### src/ertr_pkg.sv
// ============================================================================
// ertr_pkg
// Shared constants, codes and controller/datapath interface types for the
// relative-return tracker.
// ============================================================================
package ertr_pkg;

    // Number formats
    localparam int PRICE_BITS   = 32;                       // integer price bits kept
    localparam int FRAC_BITS    = 16;                       // average fraction bits
    localparam int AVG_BITS     = PRICE_BITS + FRAC_BITS;   // average width (max 48)
    localparam int PRICE_IN_BITS = 32;                      // price port width
    localparam int SID_BITS     = 16;
    localparam int SPREAD_BITS  = 16;
    localparam int DECAY_BITS   = 16;                       // Q0.16 weight
    localparam int W_BITS       = DECAY_BITS + 1;           // weight incl. 1.0
    localparam int Q_SHIFT      = 16;                       // blend scale 2^16

    // Blend multiply is split into 24-bit chunks
    localparam int CHUNK_BITS   = 24;
    localparam int HI_BITS      = AVG_BITS - CHUNK_BITS;
    localparam int PROD_BITS    = CHUNK_BITS + W_BITS;
    localparam int ACC_BITS     = PROD_BITS + 1;
    localparam int BLEND_SHIFT  = CHUNK_BITS - Q_SHIFT;
    localparam int BLEND_BITS   = ACC_BITS + BLEND_SHIFT;

    // Return format, Q2.30
    localparam int RET_BITS     = 32;
    localparam int DIV_STEPS    = 30;
    localparam int DIV_CNT_BITS = $clog2(DIV_STEPS);

    localparam logic [W_BITS-1:0]     ONE_Q16     = W_BITS'(1) << Q_SHIFT;
    localparam logic [RET_BITS-1:0]   RET_MAX     = {1'b0, {(RET_BITS-1){1'b1}}};
    localparam logic [DECAY_BITS-1:0] DECAY_RESET = DECAY_BITS'(52016);

    // Event kinds
    typedef enum logic [1:0] {
        MODE_UPDATE = 2'd0,
        MODE_INTR   = 2'd1,
        MODE_RESUME = 2'd2,
        MODE_UNUSED = 2'd3
    } mode_t;

    // Configuration register indexes
    typedef enum logic {
        CFG_DECAY = 1'b0,
        CFG_WATCH = 1'b1
    } cfg_idx_t;

    // Blend partial products, in issue order
    typedef enum logic [1:0] {
        MUL_P_HI = 2'd0,
        MUL_A_HI = 2'd1,
        MUL_P_LO = 2'd2,
        MUL_A_LO = 2'd3
    } mul_step_t;

    // Datapath operations
    typedef enum logic [3:0] {
        OP_NONE   = 4'd0,
        OP_LOAD   = 4'd1,
        OP_EXEC   = 4'd2,
        OP_MUL    = 4'd3,
        OP_BLEND  = 4'd4,
        OP_PREP_A = 4'd5,
        OP_PREP_B = 4'd6,
        OP_DIV    = 4'd7,
        OP_FIN    = 4'd8,
        OP_EMIT   = 4'd9
    } dp_op_t;

    typedef struct packed {
        dp_op_t    op;
        mul_step_t step;
    } dp_cmd_t;

    typedef struct packed {
        logic compute;   // update that runs the average and divide
        logic emits;     // request produces a result
        logic special;   // zero average or clipped return
    } dp_status_t;

endpackage

### src/ertr_ctrl.sv
// ============================================================================
// ertr_ctrl
// Sequencer for the tracker: decodes each request, steps the shared
// multiplier and the serial divider, and owns the output valid flag.
// ============================================================================
module ertr_ctrl
    import ertr_pkg::*;
(
    input  logic       clk,
    input  logic       rst_n,
    input  logic       in_valid,
    output logic       in_stall,
    input  logic       out_stall,
    output logic       out_valid,
    output dp_cmd_t    cmd,
    input  dp_status_t status
);

    typedef enum logic [8:0] {
        S_IDLE   = 9'b000000001,
        S_DECODE = 9'b000000010,
        S_MUL    = 9'b000000100,
        S_BLEND  = 9'b000001000,
        S_PREP_A = 9'b000010000,
        S_PREP_B = 9'b000100000,
        S_DIV    = 9'b001000000,
        S_FIN    = 9'b010000000,
        S_EMIT   = 9'b100000000
    } state_t;

    state_t                  state_reg, state_next;
    mul_step_t               step_reg, step_next;
    logic [DIV_CNT_BITS-1:0] cnt_reg, cnt_next;
    logic                    out_valid_reg, out_valid_next;

    // Next state and command
    always_comb
    begin
        state_next     = state_reg;
        step_next      = step_reg;
        cnt_next       = cnt_reg;
        out_valid_next = out_valid_reg & out_stall;
        cmd.op         = OP_NONE;
        cmd.step       = step_reg;

        case (state_reg)
            S_IDLE:
            begin
                if (in_valid)
                begin
                    cmd.op     = OP_LOAD;
                    state_next = S_DECODE;
                end
            end
            S_DECODE:
            begin
                cmd.op = OP_EXEC;
                if (status.compute)
                begin
                    step_next  = MUL_P_HI;
                    state_next = S_MUL;
                end
                else if (status.emits)
                begin
                    state_next = S_EMIT;
                end
                else
                begin
                    state_next = S_IDLE;
                end
            end
            S_MUL:
            begin
                cmd.op = OP_MUL;
                if (step_reg == MUL_A_LO)
                begin
                    state_next = S_BLEND;
                end
                else
                begin
                    step_next = mul_step_t'(step_reg + 2'd1);
                end
            end
            S_BLEND:
            begin
                cmd.op     = OP_BLEND;
                state_next = S_PREP_A;
            end
            S_PREP_A:
            begin
                cmd.op     = OP_PREP_A;
                state_next = S_PREP_B;
            end
            S_PREP_B:
            begin
                cmd.op     = OP_PREP_B;
                cnt_next   = '0;
                state_next = S_DIV;
            end
            S_DIV:
            begin
                // special cases skip the long division
                if (status.special)
                begin
                    state_next = S_FIN;
                end
                else
                begin
                    cmd.op = OP_DIV;
                    if (cnt_reg == DIV_CNT_BITS'(DIV_STEPS - 1))
                    begin
                        state_next = S_FIN;
                    end
                    else
                    begin
                        cnt_next = cnt_reg + 1'b1;
                    end
                end
            end
            S_FIN:
            begin
                cmd.op     = OP_FIN;
                state_next = S_EMIT;
            end
            S_EMIT:
            begin
                // wait until the output register is free
                if (!out_valid_reg || !out_stall)
                begin
                    cmd.op         = OP_EMIT;
                    out_valid_next = 1'b1;
                    state_next     = S_IDLE;
                end
            end
            default:
            begin
                state_next = S_IDLE;
            end
        endcase
    end

    always_ff @(posedge clk or negedge rst_n)
    begin
        if (!rst_n)
        begin
            state_reg     <= S_IDLE;
            step_reg      <= MUL_P_HI;
            cnt_reg       <= '0;
            out_valid_reg <= 1'b0;
        end
        else
        begin
            state_reg     <= state_next;
            step_reg      <= step_next;
            cnt_reg       <= cnt_next;
            out_valid_reg <= out_valid_next;
        end
    end

    assign in_stall  = (state_reg != S_IDLE);
    assign out_valid = out_valid_reg;

endmodule

### src/ertr_dp.sv
// ============================================================================
// ertr_dp
// Datapath: configuration and tracker state, chunked EMA blend on one
// shared multiplier, restoring divider for the Q2.30 return.
// ============================================================================
module ertr_dp
    import ertr_pkg::*;
(
    input  logic                        clk,
    input  logic                        rst_n,
    input  dp_cmd_t                     cmd,
    output dp_status_t                  status,
    input  logic                        cfg_we,
    input  logic                        cfg_index,
    input  logic [DECAY_BITS-1:0]       cfg_data,
    input  logic [1:0]                  mode,
    input  logic [SID_BITS-1:0]         instrument_id,
    input  logic [PRICE_IN_BITS-1:0]    price,
    input  logic                        view_ready,
    input  logic [SPREAD_BITS-1:0]      spread_ticks,
    input  logic [SPREAD_BITS-1:0]      normal_spread_ticks,
    output logic signed [RET_BITS-1:0]  return_value,
    output logic                        saturated
);

    // Configuration and tracker state (reset)
    logic [DECAY_BITS-1:0] decay_reg, decay_next;
    logic [SID_BITS-1:0]   watch_reg, watch_next;
    logic                  armed_reg, armed_next;
    logic                  halted_reg, halted_next;
    logic [AVG_BITS-1:0]   avg_reg, avg_next;
    logic [PRICE_BITS-1:0] last_reg, last_next;
    logic [RET_BITS-1:0]   held_reg, held_next;

    // Request latch and working registers (no reset)
    logic [1:0]             mode_reg, mode_next;
    logic [SID_BITS-1:0]    sec_reg, sec_next;
    logic [PRICE_BITS-1:0]  price_reg, price_next;
    logic                   ready_reg, ready_next;
    logic [SPREAD_BITS-1:0] spread_reg, spread_next;
    logic [SPREAD_BITS-1:0] normal_reg, normal_next;
    logic [ACC_BITS-1:0]    hi_acc_reg, hi_acc_next;
    logic [ACC_BITS-1:0]    lo_acc_reg, lo_acc_next;
    logic                   neg_reg, neg_next;
    logic                   zero_reg, zero_next;
    logic [AVG_BITS-1:0]    n_reg, n_next;
    logic                   special_reg, special_next;
    logic [AVG_BITS-1:0]    rem_reg, rem_next;
    logic [RET_BITS-1:0]    q_reg, q_next;
    logic                   sat_reg, sat_next;
    logic [RET_BITS-1:0]    ret_out_reg, ret_out_next;
    logic                   sat_out_reg, sat_out_next;

    // Combinational helpers
    logic [AVG_BITS-1:0]   p_full;
    logic [W_BITS-1:0]     w_new, w_old;
    logic [CHUNK_BITS-1:0] mul_x;
    logic [W_BITS-1:0]     mul_w;
    logic [PROD_BITS-1:0]  mul_prod;
    logic [BLEND_BITS-1:0] blend_sum;
    logic                  is_update, intr_match, res_match, arm_ok;
    logic                  over, q0;
    logic [AVG_BITS:0]     rem_shift, rem_diff;
    logic                  rem_ge;

    assign p_full = {price_reg, {FRAC_BITS{1'b0}}};
    assign w_old  = {1'b0, decay_reg};
    assign w_new  = ONE_Q16 - w_old;

    // Request decode
    assign is_update  = (mode_reg == MODE_UPDATE);
    assign intr_match = (mode_reg == MODE_INTR) && (sec_reg == watch_reg);
    assign res_match  = (mode_reg == MODE_RESUME) && (sec_reg == watch_reg);
    assign arm_ok     = ready_reg && ({1'b0, spread_reg} < {normal_reg, 1'b0});

    assign status.compute = is_update && armed_reg && !halted_reg;
    assign status.emits   = is_update || intr_match;
    assign status.special = special_reg;

    // Shared multiplier operand select
    always_comb
    begin
        case (cmd.step)
            MUL_P_HI:
            begin
                mul_x = CHUNK_BITS'(p_full[AVG_BITS-1:CHUNK_BITS]);
                mul_w = w_new;
            end
            MUL_A_HI:
            begin
                mul_x = CHUNK_BITS'(avg_reg[AVG_BITS-1:CHUNK_BITS]);
                mul_w = w_old;
            end
            MUL_P_LO:
            begin
                mul_x = p_full[CHUNK_BITS-1:0];
                mul_w = w_new;
            end
            MUL_A_LO:
            begin
                mul_x = avg_reg[CHUNK_BITS-1:0];
                mul_w = w_old;
            end
            default:
            begin
                mul_x = '0;
                mul_w = '0;
            end
        endcase
    end

    assign mul_prod  = mul_x * mul_w;
    assign blend_sum = {hi_acc_reg, {BLEND_SHIFT{1'b0}}}
                     + BLEND_BITS'(lo_acc_reg >> Q_SHIFT);

    // Divider compare terms
    assign over      = ({1'b0, n_reg} >= {avg_reg, 1'b0});
    assign q0        = (n_reg >= avg_reg);
    assign rem_shift = {rem_reg, 1'b0};
    assign rem_diff  = rem_shift - {1'b0, avg_reg};
    assign rem_ge    = (rem_shift >= {1'b0, avg_reg});

    // Next-value logic by operation
    always_comb
    begin
        decay_next   = decay_reg;
        watch_next   = watch_reg;
        armed_next   = armed_reg;
        halted_next  = halted_reg;
        avg_next     = avg_reg;
        last_next    = last_reg;
        held_next    = held_reg;
        mode_next    = mode_reg;
        sec_next     = sec_reg;
        price_next   = price_reg;
        ready_next   = ready_reg;
        spread_next  = spread_reg;
        normal_next  = normal_reg;
        hi_acc_next  = hi_acc_reg;
        lo_acc_next  = lo_acc_reg;
        neg_next     = neg_reg;
        zero_next    = zero_reg;
        n_next       = n_reg;
        special_next = special_reg;
        rem_next     = rem_reg;
        q_next       = q_reg;
        sat_next     = sat_reg;
        ret_out_next = ret_out_reg;
        sat_out_next = sat_out_reg;

        // configuration writes must only arrive while idle; the block itself does not enforce it
        if (cfg_we)
        begin
            if (cfg_index == CFG_DECAY)
            begin
                decay_next = cfg_data;
            end
            else
            begin
                watch_next = cfg_data;
            end
        end

        case (cmd.op)
            OP_LOAD:
            begin
                mode_next   = mode;
                sec_next    = instrument_id;
                price_next  = PRICE_BITS'(price);
                ready_next  = view_ready;
                spread_next = spread_ticks;
                normal_next = normal_spread_ticks;
            end
            OP_EXEC:
            begin
                sat_next = 1'b0;
                if (is_update)
                begin
                    last_next = price_reg;
                    if (!armed_reg && arm_ok)
                    begin
                        armed_next = 1'b1;
                        avg_next   = p_full;
                        held_next  = '0;
                    end
                end
                if (intr_match)
                begin
                    halted_next = 1'b1;
                    held_next   = '0;
                end
                if (res_match)
                begin
                    held_next   = '0;
                    avg_next    = {last_reg, {FRAC_BITS{1'b0}}};
                    halted_next = 1'b0;
                end
            end
            OP_MUL:
            begin
                case (cmd.step)
                    MUL_P_HI: hi_acc_next = ACC_BITS'(mul_prod);
                    MUL_A_HI: hi_acc_next = hi_acc_reg + ACC_BITS'(mul_prod);
                    MUL_P_LO: lo_acc_next = ACC_BITS'(mul_prod);
                    MUL_A_LO: lo_acc_next = lo_acc_reg + ACC_BITS'(mul_prod);
                    default:  hi_acc_next = hi_acc_reg;
                endcase
            end
            OP_BLEND:
            begin
                avg_next = blend_sum[AVG_BITS-1:0];
            end
            OP_PREP_A:
            begin
                // sign and magnitude of price minus average
                neg_next  = (p_full < avg_reg);
                n_next    = (p_full < avg_reg) ? (avg_reg - p_full) : (p_full - avg_reg);
                zero_next = (avg_reg == '0);
            end
            OP_PREP_B:
            begin
                // integer quotient bit; a zero average or a return of 2.0 or more is special (clips)
                special_next = zero_reg || over;
                rem_next     = q0 ? (n_reg - avg_reg) : n_reg;
                q_next       = {{(RET_BITS-1){1'b0}}, q0};
            end
            OP_DIV:
            begin
                rem_next = rem_ge ? rem_diff[AVG_BITS-1:0] : rem_shift[AVG_BITS-1:0];
                q_next   = {q_reg[RET_BITS-2:0], rem_ge};
            end
            OP_FIN:
            begin
                if (special_reg)
                begin
                    held_next = (zero_reg && (n_reg == '0)) ? '0 : RET_MAX;
                    sat_next  = 1'b1;
                end
                else
                begin
                    held_next = neg_reg ? (RET_BITS'(0) - q_reg) : q_reg;
                    sat_next  = 1'b0;
                end
            end
            OP_EMIT:
            begin
                ret_out_next = held_reg;
                sat_out_next = sat_reg;
            end
            default:
            begin
                sat_next = sat_reg;
            end
        endcase
    end

    // State registers
    always_ff @(posedge clk or negedge rst_n)
    begin
        if (!rst_n)
        begin
            decay_reg  <= DECAY_RESET;
            watch_reg  <= '0;
            armed_reg  <= 1'b0;
            halted_reg <= 1'b0;
            avg_reg    <= '0;
            last_reg   <= '0;
            held_reg   <= '0;
        end
        else
        begin
            decay_reg  <= decay_next;
            watch_reg  <= watch_next;
            armed_reg  <= armed_next;
            halted_reg <= halted_next;
            avg_reg    <= avg_next;
            last_reg   <= last_next;
            held_reg   <= held_next;
        end
    end

    // Payload and working registers
    always_ff @(posedge clk)
    begin
        mode_reg    <= mode_next;
        sec_reg     <= sec_next;
        price_reg   <= price_next;
        ready_reg   <= ready_next;
        spread_reg  <= spread_next;
        normal_reg  <= normal_next;
        hi_acc_reg  <= hi_acc_next;
        lo_acc_reg  <= lo_acc_next;
        neg_reg     <= neg_next;
        zero_reg    <= zero_next;
        n_reg       <= n_next;
        special_reg <= special_next;
        rem_reg     <= rem_next;
        q_reg       <= q_next;
        sat_reg     <= sat_next;
        ret_out_reg <= ret_out_next;
        sat_out_reg <= sat_out_next;
    end

    assign return_value = signed'(ret_out_reg);
    assign saturated    = sat_out_reg;

endmodule

### src/ema_relative_return_tracker.sv
// ============================================================================
// ema_relative_return_tracker
// Tracks an EMA of a price stream and reports (price - avg) / avg in Q2.30.
//
// Usage:
//   Input channel (in_valid / in_stall) takes one request: a market update,
//   a data-interrupted or a data-resumed event. in_stall is high from the
//   cycle after acceptance until the request is finished.
//   Output channel (out_valid / out_stall) carries return_value and
//   saturated. Updates and matching interrupts give one result; resumes,
//   interrupts for other securities and the unused mode give none.
//   Config channel (cfg_valid / cfg_ready, always ready): the user writes
//   decay_factor (index 0) and watched_security (index 1) only while idle; the block does not enforce it.
// Sequence:
//   An armed, running update steps through decode, four passes of the
//   24x17 multiplier, blend, divide set-up (sign and magnitude, then
//   integer quotient bit), 30 restoring divider steps, finish, emit. A
//   zero average or a clipped return skips the divider steps. Holding,
//   arming and interrupt requests go from decode straight to emit. One
//   request is in flight; the next is taken the cycle after a result is
//   loaded, or after decode when nothing is emitted.
// Reset: not armed, not halted, zero average. A stalled receiver holds the
// result; the next result waits in the block and blocks the input.
// ============================================================================
module ema_relative_return_tracker
    import ertr_pkg::*;
(
    input  logic                        clk,
    input  logic                        rst_n,
    input  logic                        in_valid,
    output logic                        in_stall,
    input  logic [1:0]                  mode,
    input  logic [SID_BITS-1:0]         instrument_id,
    input  logic [PRICE_IN_BITS-1:0]    price,
    input  logic                        view_ready,
    input  logic [SPREAD_BITS-1:0]      spread_ticks,
    input  logic [SPREAD_BITS-1:0]      normal_spread_ticks,
    output logic                        out_valid,
    input  logic                        out_stall,
    output logic signed [RET_BITS-1:0]  return_value,
    output logic                        saturated,
    input  logic                        cfg_valid,
    output logic                        cfg_ready,
    input  logic                        cfg_index,
    input  logic [DECAY_BITS-1:0]       cfg_data
);

    dp_cmd_t    cmd;
    dp_status_t status;

    assign cfg_ready = 1'b1;

    ertr_ctrl u_ctrl
    (
        .clk       (clk),
        .rst_n     (rst_n),
        .in_valid  (in_valid),
        .in_stall  (in_stall),
        .out_stall (out_stall),
        .out_valid (out_valid),
        .cmd       (cmd),
        .status    (status)
    );

    ertr_dp u_dp
    (
        .clk                 (clk),
        .rst_n               (rst_n),
        .cmd                 (cmd),
        .status              (status),
        .cfg_we              (cfg_valid & cfg_ready),
        .cfg_index           (cfg_index),
        .cfg_data            (cfg_data),
        .mode                (mode),
        .instrument_id       (instrument_id),
        .price               (price),
        .view_ready          (view_ready),
        .spread_ticks        (spread_ticks),
        .normal_spread_ticks (normal_spread_ticks),
        .return_value        (return_value),
        .saturated           (saturated)
    );

    // An accepted request blocks the input on the next cycle
    assert property (@(posedge clk) disable iff (!rst_n)
        in_valid && !in_stall |=> in_stall)
        else $error("input not blocked after request acceptance");

    // A new result is only produced while a request is being worked
    assert property (@(posedge clk) disable iff (!rst_n)
        $rose(out_valid) |-> $past(in_stall))
        else $error("result appeared without a request in flight");

    // Saturated results are either full scale or zero
    assert property (@(posedge clk) disable iff (!rst_n)
        out_valid && saturated |-> (return_value == signed'(RET_MAX) || return_value == 0))
        else $error("saturated result has an unexpected value");

endmodule
### config.mk
export PLATFORM = sky130hd
export DESIGN_NAME = ema_relative_return_tracker
export DESIGN_NICKNAME = d
export VERILOG_FILES = /design/src/ertr_pkg.sv /design/src/ertr_ctrl.sv /design/src/ertr_dp.sv /design/src/ema_relative_return_tracker.sv
export SDC_FILE = /design/constraint.sdc
export NUM_CORES = 2
export LEC_CHECK = 0
export BUFFER_PORTS_ARGS = -buffer_cell sky130_fd_sc_hd__buf_4
export CAP_MARGIN = 20
export CORE_AREA = 2 2 449 451
export CTS_CLUSTER_DIAMETER = 60
export CTS_CLUSTER_SIZE = 16
export DETAILED_ROUTE_END_ITERATION = 16
export DIE_AREA = 0 0 451 453
export RECOVER_POWER = 25
export SYNTH_ARGS = -nofsm -noshare
export SYNTH_HDL_FRONTEND = slang
export SYNTH_SLANG_ARGS = --single-unit
### constraint.sdc
create_clock -name clk -period 23.9 [get_ports clk]
set_clock_uncertainty 0.1 [all_clocks]
set_input_delay 2.39 -clock clk [delete_from_list [all_inputs] [get_ports clk]]
set_output_delay 2.39 -clock clk [all_outputs]
set_load 0.05 [all_outputs]
==> qor.yml <==
sta:
  timing.final.crit_share_pct: 49.3
  fin_setup_tns_ps: 0
  max_slew.worst_pin.slew_ps: 5720
  report.final.hold_viol_count: 0
  setup_viol: 0
  setup_repair_after_global_routing_missed_its_margin: "false"
  fin_hold_ws_ps: 337
  clock.fmax_ghz: 0.0849
  timing_max_transition_violations_final: 206
  finalWorstPathRequiredPeriod_ps: 11780
  slew_headroom_pct: -281
critical_path:
  worst_path_most_repeated_cell: "fa_1"
  cp-end-kind: "flop"
  start_kind: "flop"
  stages_on_worst_setup_path: 32
  timing.critical_path.buf_inv: 5
  regToRegStartpoint: "u_ctrl.step_reg[0]"
  max_stage_delay_cell_worst_path: "o21ai_1"
  reg2reg_to: "u_dp.lo_acc_reg[34]"
  dominant_delay_contributor_by_cell_family_on_the_critical_path: "compound AO/OA/AOI/OAI gates"
  timing.critical_path.slowest_cell_delay_ps: 910
  criticalPathCategory: "reg -> reg"
  reg2reg_slack_ps: 12120
  crit_path_max_fanout: 48
  crit_arrival_ps: 12070
  cp.required_ps: 24190
  worst_setup_path_startpoint: "u_ctrl.step_reg[0]"
  worst-r2r-cell-count: 32
routing:
  detailed_route_iter0_violations: 2841
  final_antenna_net_count: 0
  remaining_drc_errors: 0
  vias_per_cell: 4.92
  wire_per_inst_um: 18.7
  wl_um: 155000
  firstDrtPassIters: 8
  num_vias: 40678
logic_synthesis:
  netlist_instances: 5491
  postSynthAreaPerCell_um2: 9.02
  seq_area_frac_synth_pct: 28.2
  syn_area_um2: 49500
  synthArstFlopShare_pct: 33.1
  synth_flop_cell: "edfxtp_1"
  ys_types: 86
  synth_enable_flop_cells: 329
  synth_seq_cells: 492
  mappedNetlistNets: 6373
  number_of_warnings_reported_in_the_yosys_synthesis_log: 0
placed_design:
  numPortBuffers: 138
  place.detailed.hpwl_um: 121000
  finalWeightedCongestion: 0.913
clocking:
  cts-hold-fix-buffers: 0
  clock-sinks: 492
  post_cts_resized: 0
  ctsLongestPathBuffers: 3
  clk_transition_reported_paths_ps: 70
  cts_tree: "yes"
  clk-insertion-delay-late_ps: 700
  post-cts-setup-buffers: 0
  cts_buffers: 71
  clock-root-buffer: "clkbuf_16"
  htree_num_levels: 3
finish:
  area_used_by_multi_input_combinational_logic_um2: 32600
  sequential_cell_area_um2: 14000
  finish.net_count: 6440
  fill_cells: 20937
  layout-drive-gt1-share_pct: 8.17
  area_growth_pct: 13.9
global_route:
  gr-usage-all-layers_pct: 14.9
  sum_of_overflow_across_all_layers_after_global_routing: 0
  grt_first_pass_wirelength_um: 239000
  number_of_antenna_violations_at_the_first_check_in_global_routing: 6
  via_count_of_the_first_global_routing_pass: 40568
  pin_count_of_the_biggest_net_entering_global_routing: 92
outcome:
  violations: "capacitance limit, slew limit"
  run_status: "complete, but fails checks"
die:
  area_of_the_die_um2: 204000
  rows: 164
  die_height_um: 453
  fp.dieW_um: 451
  core_um2: 199000
  ioPinCount: 141
  initial_utilization_pct: 24.9
min_path:
  worstHoldStart: "u_dp.sat_reg"
  hold_path_end: "u_dp.saturated"
  hold_class: "reg -> reg"
  min_delay_path_depth: 0
flow_run:
  cap_violations: 3
[worst max path at each step]
stage | end | slack (ps)
after global placement | u_dp.lo_acc_reg[34] | 11860
after CTS | u_dp.lo_acc_reg[34] | 12150
final | u_dp.lo_acc_reg[34] | 12120
after detailed placement | u_dp.lo_acc_reg[34] | 12270
after floorplan | u_dp.lo_acc_reg[39] | 14150
after global routing | u_dp.lo_acc_reg[34] | 11490
[cells in the final DEF, fill, tap and decap left out, types with 16 or more instances in the layout]
cell       count
or4_1         16
o211ai_1      43
o31ai_1       31
buf_4        124
xnor2_1      202
inv_1        615
xor2_1       131
and4_1        18
o21a_1        48
nor2b_1       46
edfxtp_1     329
o2bb2ai_1     30
fa_1         335
a31oi_1       34
or3_1         21
and2_1        85
clkbuf_4      78
nand3_1       63
mux2_2        64
a221oi_1      17
and3_1        34
nand4_1       59
a211oi_1      64
nor2_1       370
a21o_1       197
nor3_1        52
mux2i_1       36
ha_1         439
a21oi_1      391
nor4_1        40
o21bai_1      44
clkbuf_16     76
nand2b_1      48
o21ai_0      293
dfrtp_1      155
nand2_1      655
[routing by layer]
layer	vias to the layer above	part of all wire (%)	GRT usage, %
met4	0	4.5	6.23
met2	1200	47	24.9
met3	296	5.4	2.07
met1	19946	43	19.4
met5	-	0	0
li1	19236	-	-
[cells by family (layout without fill, tap and decap cells)]
logic type	after synthesis	in the layout	synth area share, %
mux	100	100	2.18
compound gates	1377	1377	18.0
flops	492	492	28.2
xor+xnor	341	341	6.03
other cells	1	4	0.00757
simple gates	1563	1563	14.5
buf+inv	840	965	6.39
fa+ha+maj	777	777	24.7
[area by class of cell]
cell class              instances  share of cell area [%]
inverters                     616                    4.10
clock buffers                  81                    3.42
diodes                          3                  0.0133
well taps                    2656                    5.89
repair buffers                218                    2.91
flip-flops and latches        492                    24.8
multi-input cells            4159                    57.7
clock inverters                50                    1.14
[synthesized netlist by cell type, types with 32 or more instances]
| master | number | area [um2] |
|---|---|---|
| xnor2_1 | 203 | 1780 |
| a31oi_1 | 34 | 213 |
| and3_1 | 34 | 213 |
| ha_1 | 442 | 5530 |
| nor3_1 | 53 | 265 |
| a21oi_1 | 391 | 1960 |
| o21ai_0 | 295 | 1480 |
| nor2_1 | 373 | 1400 |
| nor2b_1 | 46 | 288 |
| nand2_1 | 657 | 2470 |
| o31ai_1 | 32 | 240 |
| mux2_2 | 64 | 721 |
| o21a_1 | 48 | 360 |
| fa_1 | 335 | 6710 |
| mux2i_1 | 36 | 360 |
| xor2_1 | 138 | 1210 |
| and2_1 | 85 | 532 |
| inv_1 | 615 | 2310 |
| o21bai_1 | 44 | 330 |
| nand2b_1 | 48 | 300 |
| nor4_1 | 41 | 257 |
| nand3_1 | 63 | 315 |
| o211ai_1 | 43 | 323 |
| a21o_1 | 197 | 1480 |
| dfrtp_1 | 155 | 3880 |
| a211oi_1 | 64 | 480 |
| clkbuf_1 | 202 | 758 |
| nand4_1 | 59 | 369 |
| edfxtp_1 | 329 | 9880 |
[worst reg2reg max path, delay by kind of cell (launching register included)]
| family | cells | cell delay [ps] |
|---|---|---|
| simple gates | 3 | 500 |
| flops | 1 | 470 |
| buf+inv | 5 | 1080 |
| compound gates | 13 | 4450 |
| xor+xnor | 2 | 960 |
| fa+ha+maj | 9 | 3910 |
[stage by stage]
step | setup WS (ps) | cells | area, um2 | util (%)
detailed placement | 12270 | 8137 | 53800 | 27.0
global route | 11490 | 8272 | 56400 | 28.3
global placement | 11860 | 8136 | 53800 | 27.0
CTS | 12150 | 8268 | 56400 | 28.3
floorplan | 14150 | 5491 | 49500 | -
finish | 12120 | 8275 | 56400 | 28.3
Power is not shown: default switching activity piles up to over one toggle a cycle in this logic, so the estimate is an artifact.
